### config.mk
export PLATFORM = sky130hd
export DESIGN_NAME = multichannel_void_detector
export DESIGN_NICKNAME = d
export VERILOG_FILES = /design/src/sv/mvd_pkg.sv /design/src/sv/mvd_cfg.sv /design/src/sv/mvd_front.sv /design/src/sv/mvd_back.sv /design/src/sv/multichannel_void_detector.sv
export SDC_FILE = /design/constraint.sdc
export NUM_CORES = 1
export LEC_CHECK = 0
export ABC_AREA = 1
export BUFFER_PORTS_ARGS = -buffer_cell sky130_fd_sc_hd__buf_4
export CAP_MARGIN = 40
export CORE_ASPECT_RATIO = 0.5
export CORE_MARGIN = 5
export CORE_UTILIZATION = 40
export DETAILED_ROUTE_END_ITERATION = 10
export PLACE_DENSITY = 0.64
export RECOVER_POWER = 50
export SLEW_MARGIN = 20
export SYNTH_ARGS = -nofsm -noshare
export SYNTH_HDL_FRONTEND = slang
export SYNTH_SLANG_ARGS = --single-unit
### constraint.sdc
create_clock -name clk -period 5.14 [get_ports clk]
set_clock_uncertainty 0.05 [all_clocks]
set_input_delay 0.771 -clock clk [delete_from_list [all_inputs] [get_ports clk]]
set_output_delay 0.771 -clock clk [all_outputs]
set_load 0.005 [all_outputs]
### src/sv/mvd_pkg.sv
package mvd_pkg;

  localparam int THR_W      = 17;
  localparam int HOLE_W     = 16;
  localparam int HALF_W     = 15;
  localparam int PCT_W      = 7;
  localparam int DEB_W      = 8;
  localparam int DIST_W     = 16;
  localparam int CHAN_W     = 3;
  localparam int RAD_W      = 17;
  localparam int CFG_IDX_W  = 3;
  localparam int CFG_DATA_W = 17;

  localparam int PROD_W      = 24;
  localparam int QIN_W       = 22;
  localparam int MUL_W       = 45;
  localparam int RECIP_SHIFT = 27;
  localparam logic [22:0] RECIP_25 = 23'd5368710;

  localparam logic [THR_W-1:0]  THRESHOLD_RST = 17'd500;
  localparam logic [HOLE_W-1:0] HOLE_RST      = 16'd300;
  localparam logic [PCT_W-1:0]  HYST_RST      = 7'd10;
  localparam logic [DEB_W-1:0]  DEB_ENTER_RST = 8'd3;
  localparam logic [DEB_W-1:0]  DEB_EXIT_RST  = 8'd5;
  localparam logic [PCT_W-1:0]  PCT_MAX       = 7'd100;
  localparam logic [DEB_W-1:0]  COUNT_MAX     = 8'd255;

  localparam logic [1:0] SETTLE_CYCLES = 2'd3;

  localparam int QDEPTH = 2;
  localparam int QPTR_W = 1;
  localparam int QCNT_W = 2;

  typedef enum logic [CFG_IDX_W-1:0] {
    REG_THRESHOLD = 3'd0,
    REG_HOLE      = 3'd1,
    REG_HYST      = 3'd2,
    REG_DEB_ENTER = 3'd3,
    REG_DEB_EXIT  = 3'd4
  } reg_idx_t;

  typedef struct packed {
    logic [THR_W-1:0]  threshold;
    logic [THR_W-1:0]  exit_level;
    logic [HALF_W-1:0] half_hole;
    logic [DEB_W-1:0]  deb_enter;
    logic [DEB_W-1:0]  deb_exit;
  } cfg_t;

  typedef struct packed {
    logic [CHAN_W-1:0] channel;
    logic              in_range;
    logic              above;
    logic              below;
    logic              eof;
  } entry_t;

endpackage

### src/sv/mvd_cfg.sv
module mvd_cfg (
  input  logic                           clk,
  input  logic                           rst,
  input  logic                           cfg_we,
  input  logic [mvd_pkg::CFG_IDX_W-1:0]  cfg_index,
  input  logic [mvd_pkg::CFG_DATA_W-1:0] cfg_data,
  output mvd_pkg::cfg_t                  cfg,
  output logic                           busy
);
  import mvd_pkg::*;

  logic [THR_W-1:0]  threshold;
  logic [HOLE_W-1:0] hole;
  logic [PCT_W-1:0]  pct;
  logic [DEB_W-1:0]  deb_enter;
  logic [DEB_W-1:0]  deb_exit;
  logic [PROD_W-1:0] prod;
  logic [MUL_W-1:0]  mul;
  logic [THR_W-1:0]  exit_level;
  logic [1:0]        settle;

  always_ff @(posedge clk) begin
    if (rst) begin
      threshold <= THRESHOLD_RST;
      hole      <= HOLE_RST;
      pct       <= HYST_RST;
      deb_enter <= DEB_ENTER_RST;
      deb_exit  <= DEB_EXIT_RST;
    end else if (cfg_we) begin
      case (reg_idx_t'(cfg_index))
        REG_THRESHOLD: threshold <= cfg_data[THR_W-1:0];
        REG_HOLE:      hole <= cfg_data[HOLE_W-1:0];
        REG_HYST:      pct <= (cfg_data[PCT_W-1:0] > PCT_MAX) ? PCT_MAX : cfg_data[PCT_W-1:0];
        REG_DEB_ENTER: deb_enter <= cfg_data[DEB_W-1:0];
        REG_DEB_EXIT:  deb_exit <= cfg_data[DEB_W-1:0];
        default: ;
      endcase
    end
  end

  // The exit level is threshold minus floor(threshold * pct / 100), the latter
  // computed as a quarter of the product times a reciprocal of 25.
  always_ff @(posedge clk) begin
    prod       <= PROD_W'(threshold) * PROD_W'(pct);
    mul        <= MUL_W'(prod[PROD_W-1:2]) * MUL_W'(RECIP_25);
    exit_level <= threshold - mul[RECIP_SHIFT+THR_W-1:RECIP_SHIFT];
  end

  always_ff @(posedge clk) begin
    if (rst || cfg_we) begin
      settle <= SETTLE_CYCLES;
    end else if (settle != 2'd0) begin
      settle <= settle - 2'd1;
    end
  end

  assign busy           = (settle != 2'd0);
  assign cfg.threshold  = threshold;
  assign cfg.exit_level = exit_level;
  assign cfg.half_hole  = hole[HOLE_W-1:1];
  assign cfg.deb_enter  = deb_enter;
  assign cfg.deb_exit   = deb_exit;

endmodule

### src/sv/mvd_front.sv
module mvd_front #(
  parameter int NUM_CHANNELS = 8
) (
  input  logic                       clk,
  input  logic                       rst,
  input  logic                       in_valid,
  output logic                       in_ready,
  input  logic [mvd_pkg::CHAN_W-1:0] channel,
  input  logic                       target_valid,
  input  logic [mvd_pkg::DIST_W-1:0] measured_distance_mm,
  input  logic                       end_of_frame,
  input  mvd_pkg::cfg_t              cfg,
  input  logic                       busy,
  output logic                       q_valid,
  output mvd_pkg::entry_t            q_entry,
  input  logic                       q_pop
);
  import mvd_pkg::*;

  entry_t             mem [QDEPTH];
  logic [QPTR_W-1:0]  wr_ptr;
  logic [QPTR_W-1:0]  rd_ptr;
  logic [QCNT_W-1:0]  count;
  logic [RAD_W-1:0]   radius;
  entry_t             entry;
  logic               push;

  always_comb begin
    radius         = target_valid ? (RAD_W'(cfg.half_hole) + RAD_W'(measured_distance_mm))
                                  : '0;
    entry.channel  = channel;
    entry.in_range = (int'(channel) < NUM_CHANNELS);
    entry.above    = (radius > cfg.threshold);
    entry.below    = (radius < cfg.exit_level);
    entry.eof      = end_of_frame;
  end

  assign in_ready = (count != QCNT_W'(QDEPTH)) && !busy;
  assign push     = in_valid && in_ready;
  assign q_valid  = (count != '0);
  assign q_entry  = mem[rd_ptr];

  always_ff @(posedge clk) begin
    if (push) begin
      mem[wr_ptr] <= entry;
    end
  end

  always_ff @(posedge clk) begin
    if (rst) begin
      wr_ptr <= '0;
      rd_ptr <= '0;
      count  <= '0;
    end else begin
      if (push) begin
        wr_ptr <= wr_ptr + 1'b1;
      end
      if (q_pop) begin
        rd_ptr <= rd_ptr + 1'b1;
      end
      case ({push, q_pop})
        2'b10:   count <= count + 1'b1;
        2'b01:   count <= count - 1'b1;
        default: count <= count;
      endcase
    end
  end

endmodule

### src/sv/mvd_back.sv
module mvd_back #(
  parameter int NUM_CHANNELS = 8
) (
  input  logic            clk,
  input  logic            rst,
  input  logic            q_valid,
  input  mvd_pkg::entry_t q_entry,
  output logic            q_pop,
  input  mvd_pkg::cfg_t   cfg,
  output logic            out_valid,
  input  logic            out_ready,
  output logic            channel_void,
  output logic            any_void,
  output logic            void_changed
);
  import mvd_pkg::*;

  localparam int IDX_W = (NUM_CHANNELS > 1) ? $clog2(NUM_CHANNELS) : 1;

  logic [NUM_CHANNELS-1:0] flags;
  logic [NUM_CHANNELS-1:0] flags_next;
  logic [DEB_W-1:0]        enter_cnt [NUM_CHANNELS];
  logic [DEB_W-1:0]        exit_cnt  [NUM_CHANNELS];
  logic                    global_flag;

  logic [IDX_W-1:0] idx;
  logic             flag;
  logic             propose;
  logic [DEB_W-1:0] e_cur;
  logic [DEB_W-1:0] x_cur;
  logic [DEB_W-1:0] e_inc;
  logic [DEB_W-1:0] x_inc;
  logic [DEB_W-1:0] e_new;
  logic [DEB_W-1:0] x_new;
  logic             f_new;
  logic             agg;

  assign q_pop = q_valid && (!out_valid || out_ready);

  always_comb begin
    idx     = IDX_W'(q_entry.channel);
    flag    = flags[idx];
    e_cur   = enter_cnt[idx];
    x_cur   = exit_cnt[idx];
    propose = flag ? !q_entry.below : q_entry.above;
    e_inc   = (e_cur == COUNT_MAX) ? e_cur : e_cur + 1'b1;
    x_inc   = (x_cur == COUNT_MAX) ? x_cur : x_cur + 1'b1;
    f_new   = flag;
    if (propose) begin
      e_new = e_inc;
      x_new = '0;
      if (!flag && e_inc >= cfg.deb_enter) begin
        f_new = 1'b1;
        e_new = '0;
      end
    end else begin
      e_new = '0;
      x_new = x_inc;
      if (flag && x_inc >= cfg.deb_exit) begin
        f_new = 1'b0;
        x_new = '0;
      end
    end
    flags_next = flags;
    if (q_entry.in_range) begin
      flags_next[idx] = f_new;
    end
    agg = |flags_next;
  end

  always_ff @(posedge clk) begin
    if (rst) begin
      flags       <= '0;
      global_flag <= 1'b0;
      for (int i = 0; i < NUM_CHANNELS; i++) begin
        enter_cnt[i] <= '0;
        exit_cnt[i]  <= '0;
      end
    end else if (q_pop) begin
      flags <= flags_next;
      if (q_entry.in_range) begin
        enter_cnt[idx] <= e_new;
        exit_cnt[idx]  <= x_new;
      end
      if (q_entry.eof) begin
        global_flag <= agg;
      end
    end
  end

  always_ff @(posedge clk) begin
    if (rst) begin
      out_valid <= 1'b0;
    end else if (q_pop) begin
      out_valid <= 1'b1;
    end else if (out_ready) begin
      out_valid <= 1'b0;
    end
  end

  always_ff @(posedge clk) begin
    if (q_pop) begin
      channel_void <= q_entry.in_range && f_new;
      any_void     <= q_entry.eof ? agg : global_flag;
      void_changed <= q_entry.eof && (agg != global_flag);
    end
  end

endmodule

### src/sv/multichannel_void_detector.sv
// Multichannel void detector with per-channel hysteresis and debounce.
// The input channel carries one distance measurement per transfer, tagged
// with its sensor channel and an end-of-frame mark. The output channel
// returns one result per input transfer, in order: the channel's debounced
// void flag, the global void flag and whether that flag changed at this
// frame end. Both channels use valid/ready handshakes.
// A transfer is classified against the thresholds on entry and placed in a
// two-entry queue; the back end updates the channel state and loads the
// output register. The queue registers each transfer, and the back end
// pops it into the registered output. One transfer per cycle is sustained
// while the receiver is ready and no configuration write is settling,
// limited by the single read-modify-write of channel state in the back end.
// When the receiver stalls, the output register holds its result and the
// queue absorbs up to two more transfers before in_ready drops.
// Configuration writes go through cfg_we, cfg_index and cfg_data. After
// each write, and after reset, in_ready stays low while the exit level
// pipeline settles. Reset clears all channel flags, counters, the global
// flag and the queue, and restores register defaults.
module multichannel_void_detector #(
  parameter int NUM_CHANNELS = 8
) (
  input  logic                           clk,
  input  logic                           rst,
  input  logic                           in_valid,
  output logic                           in_ready,
  input  logic [mvd_pkg::CHAN_W-1:0]     channel,
  input  logic                           target_valid,
  input  logic [mvd_pkg::DIST_W-1:0]     measured_distance_mm,
  input  logic                           end_of_frame,
  output logic                           out_valid,
  input  logic                           out_ready,
  output logic                           channel_void,
  output logic                           any_void,
  output logic                           void_changed,
  input  logic                           cfg_we,
  input  logic [mvd_pkg::CFG_IDX_W-1:0]  cfg_index,
  input  logic [mvd_pkg::CFG_DATA_W-1:0] cfg_data
);
  import mvd_pkg::*;

  cfg_t   cfg;
  logic   busy;
  logic   q_valid;
  entry_t q_entry;
  logic   q_pop;

  mvd_cfg u_cfg (
    .clk       (clk),
    .rst       (rst),
    .cfg_we    (cfg_we),
    .cfg_index (cfg_index),
    .cfg_data  (cfg_data),
    .cfg       (cfg),
    .busy      (busy)
  );

  mvd_front #(
    .NUM_CHANNELS (NUM_CHANNELS)
  ) u_front (
    .clk                  (clk),
    .rst                  (rst),
    .in_valid             (in_valid),
    .in_ready             (in_ready),
    .channel              (channel),
    .target_valid         (target_valid),
    .measured_distance_mm (measured_distance_mm),
    .end_of_frame         (end_of_frame),
    .cfg                  (cfg),
    .busy                 (busy),
    .q_valid              (q_valid),
    .q_entry              (q_entry),
    .q_pop                (q_pop)
  );

  mvd_back #(
    .NUM_CHANNELS (NUM_CHANNELS)
  ) u_back (
    .clk          (clk),
    .rst          (rst),
    .q_valid      (q_valid),
    .q_entry      (q_entry),
    .q_pop        (q_pop),
    .cfg          (cfg),
    .out_valid    (out_valid),
    .out_ready    (out_ready),
    .channel_void (channel_void),
    .any_void     (any_void),
    .void_changed (void_changed)
  );

endmodule

# Yosys cells after proc, flatten, opt, wreduce, memory -nomap -nowiden
# Memory sizes are Yosys's and may differ from the RTL's. A register that Yosys moved wholly into a read port is not among the register bits.
# Index checks and enable logic that the tools add are counted.
[op_classes]
addsub = 9
multipliers = 2
magnitude_cmp = 7
n_eq_ne = 10
muxes = 38
n_reduce_logical = 27
[ops]
columns = ["cell", "count"]
rows = [
  ["$mux W8", 9],
  ["$mul A22 B22 Y43 const B", 1],
  ["$mul A17 B7 Y24", 1],
  ["$reduce_or A8 Y1", 3],
  ["$mux W1", 21],
  ["$add A15 B16 Y17", 1],
  ["$gt A17 B17 Y1", 1],
  ["$lt A17 B17 Y1", 1],
  ["$mux W17", 1],
  ["$sub A17 B17 Y17", 1],
  ["$add A8 B1 Y8 const B", 2],
  ["$eq A8 B8 Y1 const B", 2],
  ["$ge A8 B8 Y1", 2],
  ["$reduce_and A2 Y1", 5],
  ["$bwmux W8", 1],
  ["$reduce_bool A2 Y1", 4],
  ["$gt A7 B7 Y1 const B", 1],
  ["$logic_and A1 B1 Y1", 7],
  ["$mux W7", 1],
  ["$eq A3 B2 Y1 const B", 2],
  ["$mux W3", 2],
  ["$logic_not A1 Y1", 4],
  ["$lt A3 B4 Y1 const B", 1],
  ["$pmux W2 S2", 1],
  ["other kinds (15)", 18],
]
[totals]
register_bits = 159
ram_bits = 140
inputBits = 46
output_inout_bits = 5
wordCells = 114
memories = 3
[mem_list]
columns = ["name", "words", "word_bits", "rd", "rd_clocked_by_memory_dff", "write_ports", "line_no", "text"]
rows = [
  ["u_back.enter_cnt", 8, 8, 1, 0, 8, "mvd_back.sv:22", "logic [DEB_W-1:0] enter_cnt [NUM_CHANNELS];"],
  ["u_back.exit_cnt", 8, 8, 1, 0, 8, "mvd_back.sv:23", "logic [DEB_W-1:0] exit_cnt [NUM_CHANNELS];"],
  ["u_front.mem", 2, 6, 1, 1, 1, "mvd_front.sv:20", "entry_t mem [QDEPTH];"],
]

# Longest topological paths before layout
# Gate-level depths: netlist of the first run.
# An unclocked memory read counts as a cell.
[depth]
ltp_word = 12
depth_mapped = 37

# By module
# Synthesis of the first run repeated with hierarchy kept, for this count alone.
[hier_totals]
cells_unflattened = 3219
area_unflattened_um2 = 26963.4
[by_module_without_submodules]
columns = ["module", "instances", "cells_each", "area_per_inst_um2", "seq_area_each_um2"]
rows = [
  ["mvd_cfg", 1, 2167, 17438.0, 2262.2],
  ["mvd_back", 1, 729, 7198.2, 4134.0],
  ["mvd_front", 1, 323, 2327.2, 460.4],
]

# Worst setup path after synthesis of the first run
# Ideal clock, no wire load.
[synth_path]
path_type = "reg2reg"
startpoint = "register u_cfg.prod[13]"
endpoint = "register u_cfg.mul[37]"
setup_ns = 0.127
arrival_ns = 5.349
required_time_ns = 4.963
path_slack_ns = -0.386
stages_incl_launch_ff = 23
path_buffers = 0
path_cell_list = "dfxtp_1 -> ha_1 -> inv_1 -> fa_1 -> fa_1 -> inv_1 -> fa_1 -> fa_1 -> fa_1 -> inv_1 -> fa_1 -> inv_1 -> ha_1 -> a21oi_1 -> nor2_1 -> nor2_1 -> inv_1 -> a21oi_1 -> a21boi_0 -> o21ai_0 -> a21boi_0 -> o21ai_0 -> xor2_1"
[synth_via]
elab_chain_len = 1
[synth_lines]
columns = ["item", "line_no", "text"]
rows = [
  ["start: declaration", "mvd_cfg.sv:17", "logic [PROD_W-1:0] prod;"],
  ["start signal: assignment", "mvd_cfg.sv:44", "prod <= PROD_W'(threshold) * PROD_W'(pct);"],
  ["$mul A22 B22 Y43", "mvd_cfg.sv:45", "mul <= MUL_W'(prod[PROD_W-1:2]) * MUL_W'(RECIP_25);"],
  ["end signal: assignment", "mvd_cfg.sv:45", ""],
  ["end: declaration", "mvd_cfg.sv:18", "logic [MUL_W-1:0] mul;"],
]
# Every way passes these cells.
# A chain may end at the register's enable or synchronous reset.

# Worst setup path in the final report of the first run
[layout_path]
startpoint = "register u_cfg.prod[10]"
endpoint = "register u_cfg.mul[43]"
# Same word-level chain as after synthesis.

==> results_dict.tcl, run 1 <==
set metrics [dict create \
    antenna_found_initial 3 \
    status "complete, but fails checks" \
    grt.overflow.total 0 \
    drt_pass1_iterations 6 \
    final_cell_mix "inv_1, nand2_1, nor2_1, ha_1, buf_4" \
    drt_iter0_markers 1405 \
    required_ns 5.57 \
    grt_start_max_net_pins 42 \
    layout_setup_ws_ns -0.325 \
    areaGrowthSynthToFinish_pct 20.8 \
    core_mm2 0.0629 \
    start_kind "flip-flop" \
    postCtsHoldBufs 0 \
    seq_area_frac_synth_pct 27.0 \
    clock_latency_ns 0.60 \
    gp_congestion 0.912 \
    grt_pass1_vias 20914 \
    hold_viol 0 \
    rsz0062_at_grt "true" \
    rows 65 \
    ys_warn_count 0 \
    grt_pass1_wl_um 111000 \
    synth_area_per_cell_um2 8.80 \
    routed-via-count 20153 \
    cts_root_buf "clkbuf_16" \
    synth_cell_type_count 51 \
    wl_per_cell_um 17.2 \
    async_flop_share_pct 0 \
    max_slew_margin_pct 9.01 \
    timing.setup.tns_ns -2.53 \
    finalNetCount 3816 \
    cap_violations 0 \
    cts_buffer_depth 3 \
    io_pins 51 \
    worst_pin_slew_ns 1.36 \
    slew_viol_final 0 \
    cts_tree "done" \
    cts_buffers 29 \
    start_util_pct 40.4 \
    hold_class "primary input to flip-flop" \
    dp_cells 3931 \
    cp-end-kind "flip-flop" \
    place_hpwl_um 54300 \
    r2r_cells 26 \
    drc 0 \
    die_h_um 188 \
    final-setup-viol-count 14 \
    antenna_left 0 \
    htree_levels 1 \
    drive_above_1_share_pct 17.9 \
    synthFlopType "edfxtp_1" \
    die_x_um 366 \
    grt_use_total_pct 19.9 \
    worstPathArrival_ns 5.89 \
    hold_ws_ns 0.343 \
    crit_path_max_fanout 4 \
    layout_min_cycle_time_ns 5.47 \
    via_per_inst 5.01 \
    cts_sinks 271 \
    syn_area_mm2 0.0254 \
    syn-num-nets 3542 \
    violations "setup timing" \
    fin_util_pct 48.7 \
    synth-seq-cells 271 \
    post-route-period-util_pct 106 \
    drt-total-wl_um 69100 \
    synth_edf_count 143 \
    hold_depth 1 \
    port_buffers 50 \
    fin_cells 4020 \
    clk_pin_slew_ns 0.07 \
    final_common_cell "inv_1" \
    path_class "flip-flop to flip-flop" \
    dieArea_mm2 0.0690 \
    synthCells 2885 \
    fmax_mhz 183 \
]
## cells by family after synthesis
family | share of synthesized area [%]
AO/OA/AOI/OAI | 9.27
XOR/XNOR | 2.28
adder cells (fa/ha/maj) | 37.6
buffers and inverters | 9.78
flip-flops | 27.0
multiplexers | 0.0394
AND/OR/NAND/NOR | 14.1
## metal layers
| layer | vias to the layer above | global-route usage [%] | part of all wire, % |
|---|---|---|---|
| met3 | 125 | 2.55 | 4.1 |
| met5 | - | 0 | 0 |
| met2 | 424 | 33.9 | 47 |
| met1 | 9814 | 26.5 | 45 |
| met4 | 0 | 6.56 | 3.5 |
| li1 | 9790 | - | - |
## Yosys cell counts, types with 5 or more instances
| cell type | instances | area [um2] |
|---|---|---|
| o21bai_1 | 5 | 37.5 |
| nand2_1 | 426 | 1600 |
| o21a_1 | 6 | 45.0 |
| a21boi_0 | 7 | 52.6 |
| inv_1 | 585 | 2200 |
| a31oi_1 | 11 | 68.8 |
| fa_1 | 253 | 5060 |
| nor4_1 | 7 | 43.8 |
| or2_2 | 11 | 68.8 |
| nand3_1 | 52 | 260 |
| buf_2 | 6 | 30.0 |
| nor2_1 | 326 | 1220 |
| nor3_1 | 12 | 60.1 |
| a21o_1 | 6 | 45.0 |
| nand4_1 | 27 | 169 |
| ha_1 | 358 | 4480 |
| nand2_2 | 9 | 56.3 |
| o31ai_1 | 6 | 45.0 |
| edfxtp_1 | 143 | 4290 |
| o22ai_1 | 29 | 181 |
| xnor2_1 | 23 | 201 |
| o21ai_0 | 114 | 571 |
| xor2_1 | 43 | 377 |
| dfxtp_1 | 128 | 2560 |
| a21oi_1 | 160 | 801 |
| o211ai_1 | 21 | 158 |
| clkbuf_1 | 55 | 206 |
| o22a_1 | 19 | 166 |
## registers in the layout, indices dropped and copies added (netlist names), 7 cells and up, named ones only
name	cells
u_cfg.pct	7
u_cfg.deb_exit	8
u_cfg.prod	22
u_cfg.exit_level	17
u_cfg.deb_enter	8
u_back.enter_cnt	64
u_cfg.hole	15
u_back.flags	8
u_cfg.threshold	17
u_cfg.mul	17
u_back.exit_cnt	64
u_front.mem	12
## layout make-up
cell class,count,area [um2]
diodes,1,2.50
clock buffers,30,729
clock inverters,24,236
fillers,5886,32300
inverters,587,2210
multi-input cells,1961,17100
flip-flops and latches,271,6930
well taps,837,1050
repair buffers,309,2390
## per-stage QoR
step	worst slack, ns	cell area, um2
6_report	-0.325	30700
5_1_grt	-0.500	30700
4_1_cts	-0.278	30200
3_5_place_dp	-0.348	28600
3_3_place_gp	-0.323	28500
2_1_floorplan	-0.0500	25600
## what timing repair did
action / in CTS / in global routing
buffers inserted: 22 / 8
pin swaps: 65 / 49
resized for setup: 113 / 100
hold endpoints to repair: 0 / 0
endpoints found under the setup margin: 18 / 87
## path summary, 6_finish.rpt
path | slack (ns) | to | from
setup / recovery | -0.33 | u_cfg.mul[43] | u_cfg.prod[10]
hold reg to reg | 0.41 | u_cfg.deb_exit[4] | u_cfg.deb_exit[4]
hold / removal | 0.34 | u_front.mem[1][3] | channel[0]
setup reg to reg | -0.33 | u_cfg.mul[43] | u_cfg.prod[10]
## critical path, stage by stage (launching register included)
cell	delay, ns
dfxtp_4	0.37
buf_12	0.13
ha_4	0.26
inv_2	0.03
fa_2	0.53
fa_2	0.44
fa_1	0.46
inv_1	0.08
fa_2	0.43
fa_1	0.50
inv_2	0.04
fa_2	0.53
inv_2	0.04
ha_4	0.16
a21oi_2	0.11
nor2_1	0.05
nor2_1	0.11
inv_1	0.08
a21oi_1	0.13
o21ai_1	0.07
inv_1	0.07
o21ai_2	0.07
buf_4	0.14
buf_4	0.12
nand2_1	0.05
nand4_1	0.10
xor2_1	0.16
Power of run 1 is left out: the tool's default activity adds up to more than one toggle a clock period on the data nets, which glitch-free logic cannot reach.
==> inputs of run 2 (changes only) <==
- ABC_AREA: 1 -> not set
==> run 2 against run 1 <==
The run still ends with setup timing left. Synthesized cell count fell by 10%. Utilization fell by 0.29 points. Routed wire length fell by 4.0%. Setup slack got worse by 0.68 ns. Global-route usage fell by 0.41 points. Critical path depth fell by 3. Via count fell by 4.7%. Worst hold slack got worse by 0.0046 ns. Design area fell by 0.86%. Maximum frequency fell by 11%. Flip-flop and latch count did not move. Die area fell by 0.53%. Critical path type unchanged. Largest cell class unchanged.
==> results_dict.tcl, run 2 <==
set metrics [dict create \
    synthCells 2583 \
    top_regs "u_back.enter_cnt: 64 flops, u_back.exit_cnt: 64 flops, u_cfg.prod: 22 flops" \
    start_util_pct 40.2 \
    rows 65 \
    cts_buffers 29 \
    max_slew_margin_pct 27.7 \
    die_h_um 188 \
    drc 0 \
    cts_buffer_depth 3 \
    routed-via-count 19204 \
    clk_pin_slew_ns 0.07 \
    met3_usage_pct 2.56 \
    synth-seq-cells 271 \
    gp_congestion 0.906 \
    synth_cell_type_count 80 \
    hold_viol 0 \
    ys_warn_count 0 \
    syn_area_mm2 0.0253 \
    die_x_um 365 \
    finalNetCount 3555 \
    cts_sinks 271 \
    via_per_inst 5.11 \
    required_ns 5.56 \
    start_kind "flip-flop" \
    drt_pass1_iterations 7 \
    synthFlopType "edfxtp_1" \
    core_mm2 0.0628 \
    antenna_left 0 \
    seq_area_frac_synth_pct 27.1 \
    grt_pass1_vias 19823 \
    layout_min_cycle_time_ns 6.14 \
    wl_per_cell_um 17.7 \
    timing.setup.tns_ns -56.99 \
    path_class "flip-flop to flip-flop" \
    clock_latency_ns 0.59 \
    grt.overflow.total 0 \
    drt_iter0_markers 1436 \
    worst_pin_slew_ns 1.08 \
    yosysTopAreaCellShare_pct 20.0 \
    cp-end-kind "flip-flop" \
    grt_pass1_wl_um 107000 \
    cts_tree "done" \
    syn-num-nets 3240 \
    drive_above_1_share_pct 19.0 \
    port_buffers 50 \
    fillCellCount 5769 \
    antenna_found_initial 3 \
    dieArea_mm2 0.0686 \
    drt-total-wl_um 66400 \
    register_area_mm2 0.00693 \
    hold_class "primary input to flip-flop" \
    violations "setup timing" \
    grt_util_met1_pct 25.9 \
    top_usage_layer "met2" \
    final_cell_mix "inv_1, ha_1, buf_4, nand2_1, fa_1" \
    cap_violations 0 \
    worstPathArrival_ns 6.56 \
    rsz0062_at_grt "true" \
    io_pins 51 \
    fmax_mhz 163 \
    place_hpwl_um 53500 \
    async_flop_share_pct 0 \
    htree_levels 1 \
    grtUsageMet2_pct 33.9 \
    cts_root_buf "clkbuf_16" \
    synthTopCellsByCount "inv_1, ha_1, nand2_1" \
    synth_area_leader_cell "fa_1" \
    areaGrowthSynthToFinish_pct 20.4 \
    multi_input_area_mm2 0.0171 \
    layout_setup_ws_ns -1.00 \
    synth_edf_count 143 \
    status "complete, but fails checks" \
    slew_viol_final 0 \
    final-setup-viol-count 157 \
    post-route-period-util_pct 119 \
    synth_top_cells_by_area "fa_1, ha_1, edfxtp_1" \
    grt_start_max_net_pins 83 \
    crit_path_max_fanout 4 \
    pre_cts_ws_ns -1.25 \
    fin_util_pct 48.4 \
    final_common_cell "inv_1" \
    grt_use_total_pct 19.5 \
    synth_area_per_cell_um2 9.78 \
    synth_most_common_cell "inv_1" \
]
[run 2: cell types whose count changed after synthesis, sizes merged, moves of 19 or more]
cell	change
nand2b	+22
and2	+46
inv	-129
mux2i	+30
a21oi	-61
nor3	+23
nand4	-20
o21ai	-78
o22a	-19
xnor2	+31
nand2	-150
xor2	-29
nor2	-97
[run 2: routing by layer]
metal / up-vias / share of wire [%]
met5: - / 0
met4: 0 / 2.3
met3: 112 / 4.6
met2: 424 / 49
met1: 9480 / 44
li1: 9188 / -
[run 2: what timing repair did]
action                     4_1_cts  5_1_grt
hold endpoints to repair         0        0
hold buffers                     0        0
setup endpoints to repair       31       75
resized for setup               49      101
pin swaps                       44       60
buffers inserted                12       21
[run 2: logic make-up (layout without fill, tap and decap cells)]
group                      count (synthesis)  in the layout  synth area share, %
DFF                                      271            271                 27.1
AOI/OAI and AO/OA                        306            306                 8.17
adders and majority gates                611            611                 37.8
and+or+nand+nor                          752            752                 13.5
other                                      0              2                    0
xor gates and xnor gates                  68             68                 2.55
muxes                                     54             54                 2.91
buffers and inverters                    521            857                 7.98
[run 2: critical path, cell delays in order, from the launching register on]
cell	delay [ns]
dfxtp_4	0.36
buf_6	0.13
ha_4	0.26
inv_2	0.03
fa_2	0.52
fa_1	0.42
fa_1	0.53
inv_1	0.06
fa_2	0.43
fa_1	0.51
inv_1	0.05
fa_1	0.49
inv_2	0.05
ha_4	0.26
and4_4	0.22
nand2_2	0.07
or3_4	0.40
a221oi_4	0.40
a32oi_4	0.17
buf_4	0.15
buf_4	0.12
a21boi_2	0.13
nor2_1	0.07
xnor2_1	0.13
[run 2: area by class of cell]
cell class / instances / share of cell area [%]
multi-input cells: 1791 / 56.2
flip-flops and latches: 271 / 22.8
repair buffers: 347 / 8.84
inverters: 458 / 5.66
well taps: 837 / 3.44
clock buffers: 45 / 2.95
clock inverters: 7 / 0.177
diodes: 2 / 0.0165
[run 2: per-stage QoR]
stage / hold WS (ns) / std cells / instance area, um2
6_report: 0.338 / 3758 / 30400
3_5_place_dp: 0.397 / 3675 / 28700
2_1_floorplan: 0.386 / 2583 / 25500
3_3_place_gp: 0.397 / 3666 / 28600
4_1_cts: 0.291 / 3737 / 30000
5_1_grt: 0.319 / 3758 / 30400
[run 2: final timing paths]
kind	from	to	slack, ns	cells after the start
setup / recovery	u_cfg.prod[15]	u_cfg.mul[40]	-1.00	23
hold / removal	channel[0]	u_front.mem[0][3]	0.34	1
setup reg to reg	u_cfg.prod[15]	u_cfg.mul[40]	-1.00	23
hold reg to reg	u_cfg.deb_enter[7]	u_cfg.deb_enter[7]	0.41	2
Power of run 2 is left out for the same reason.
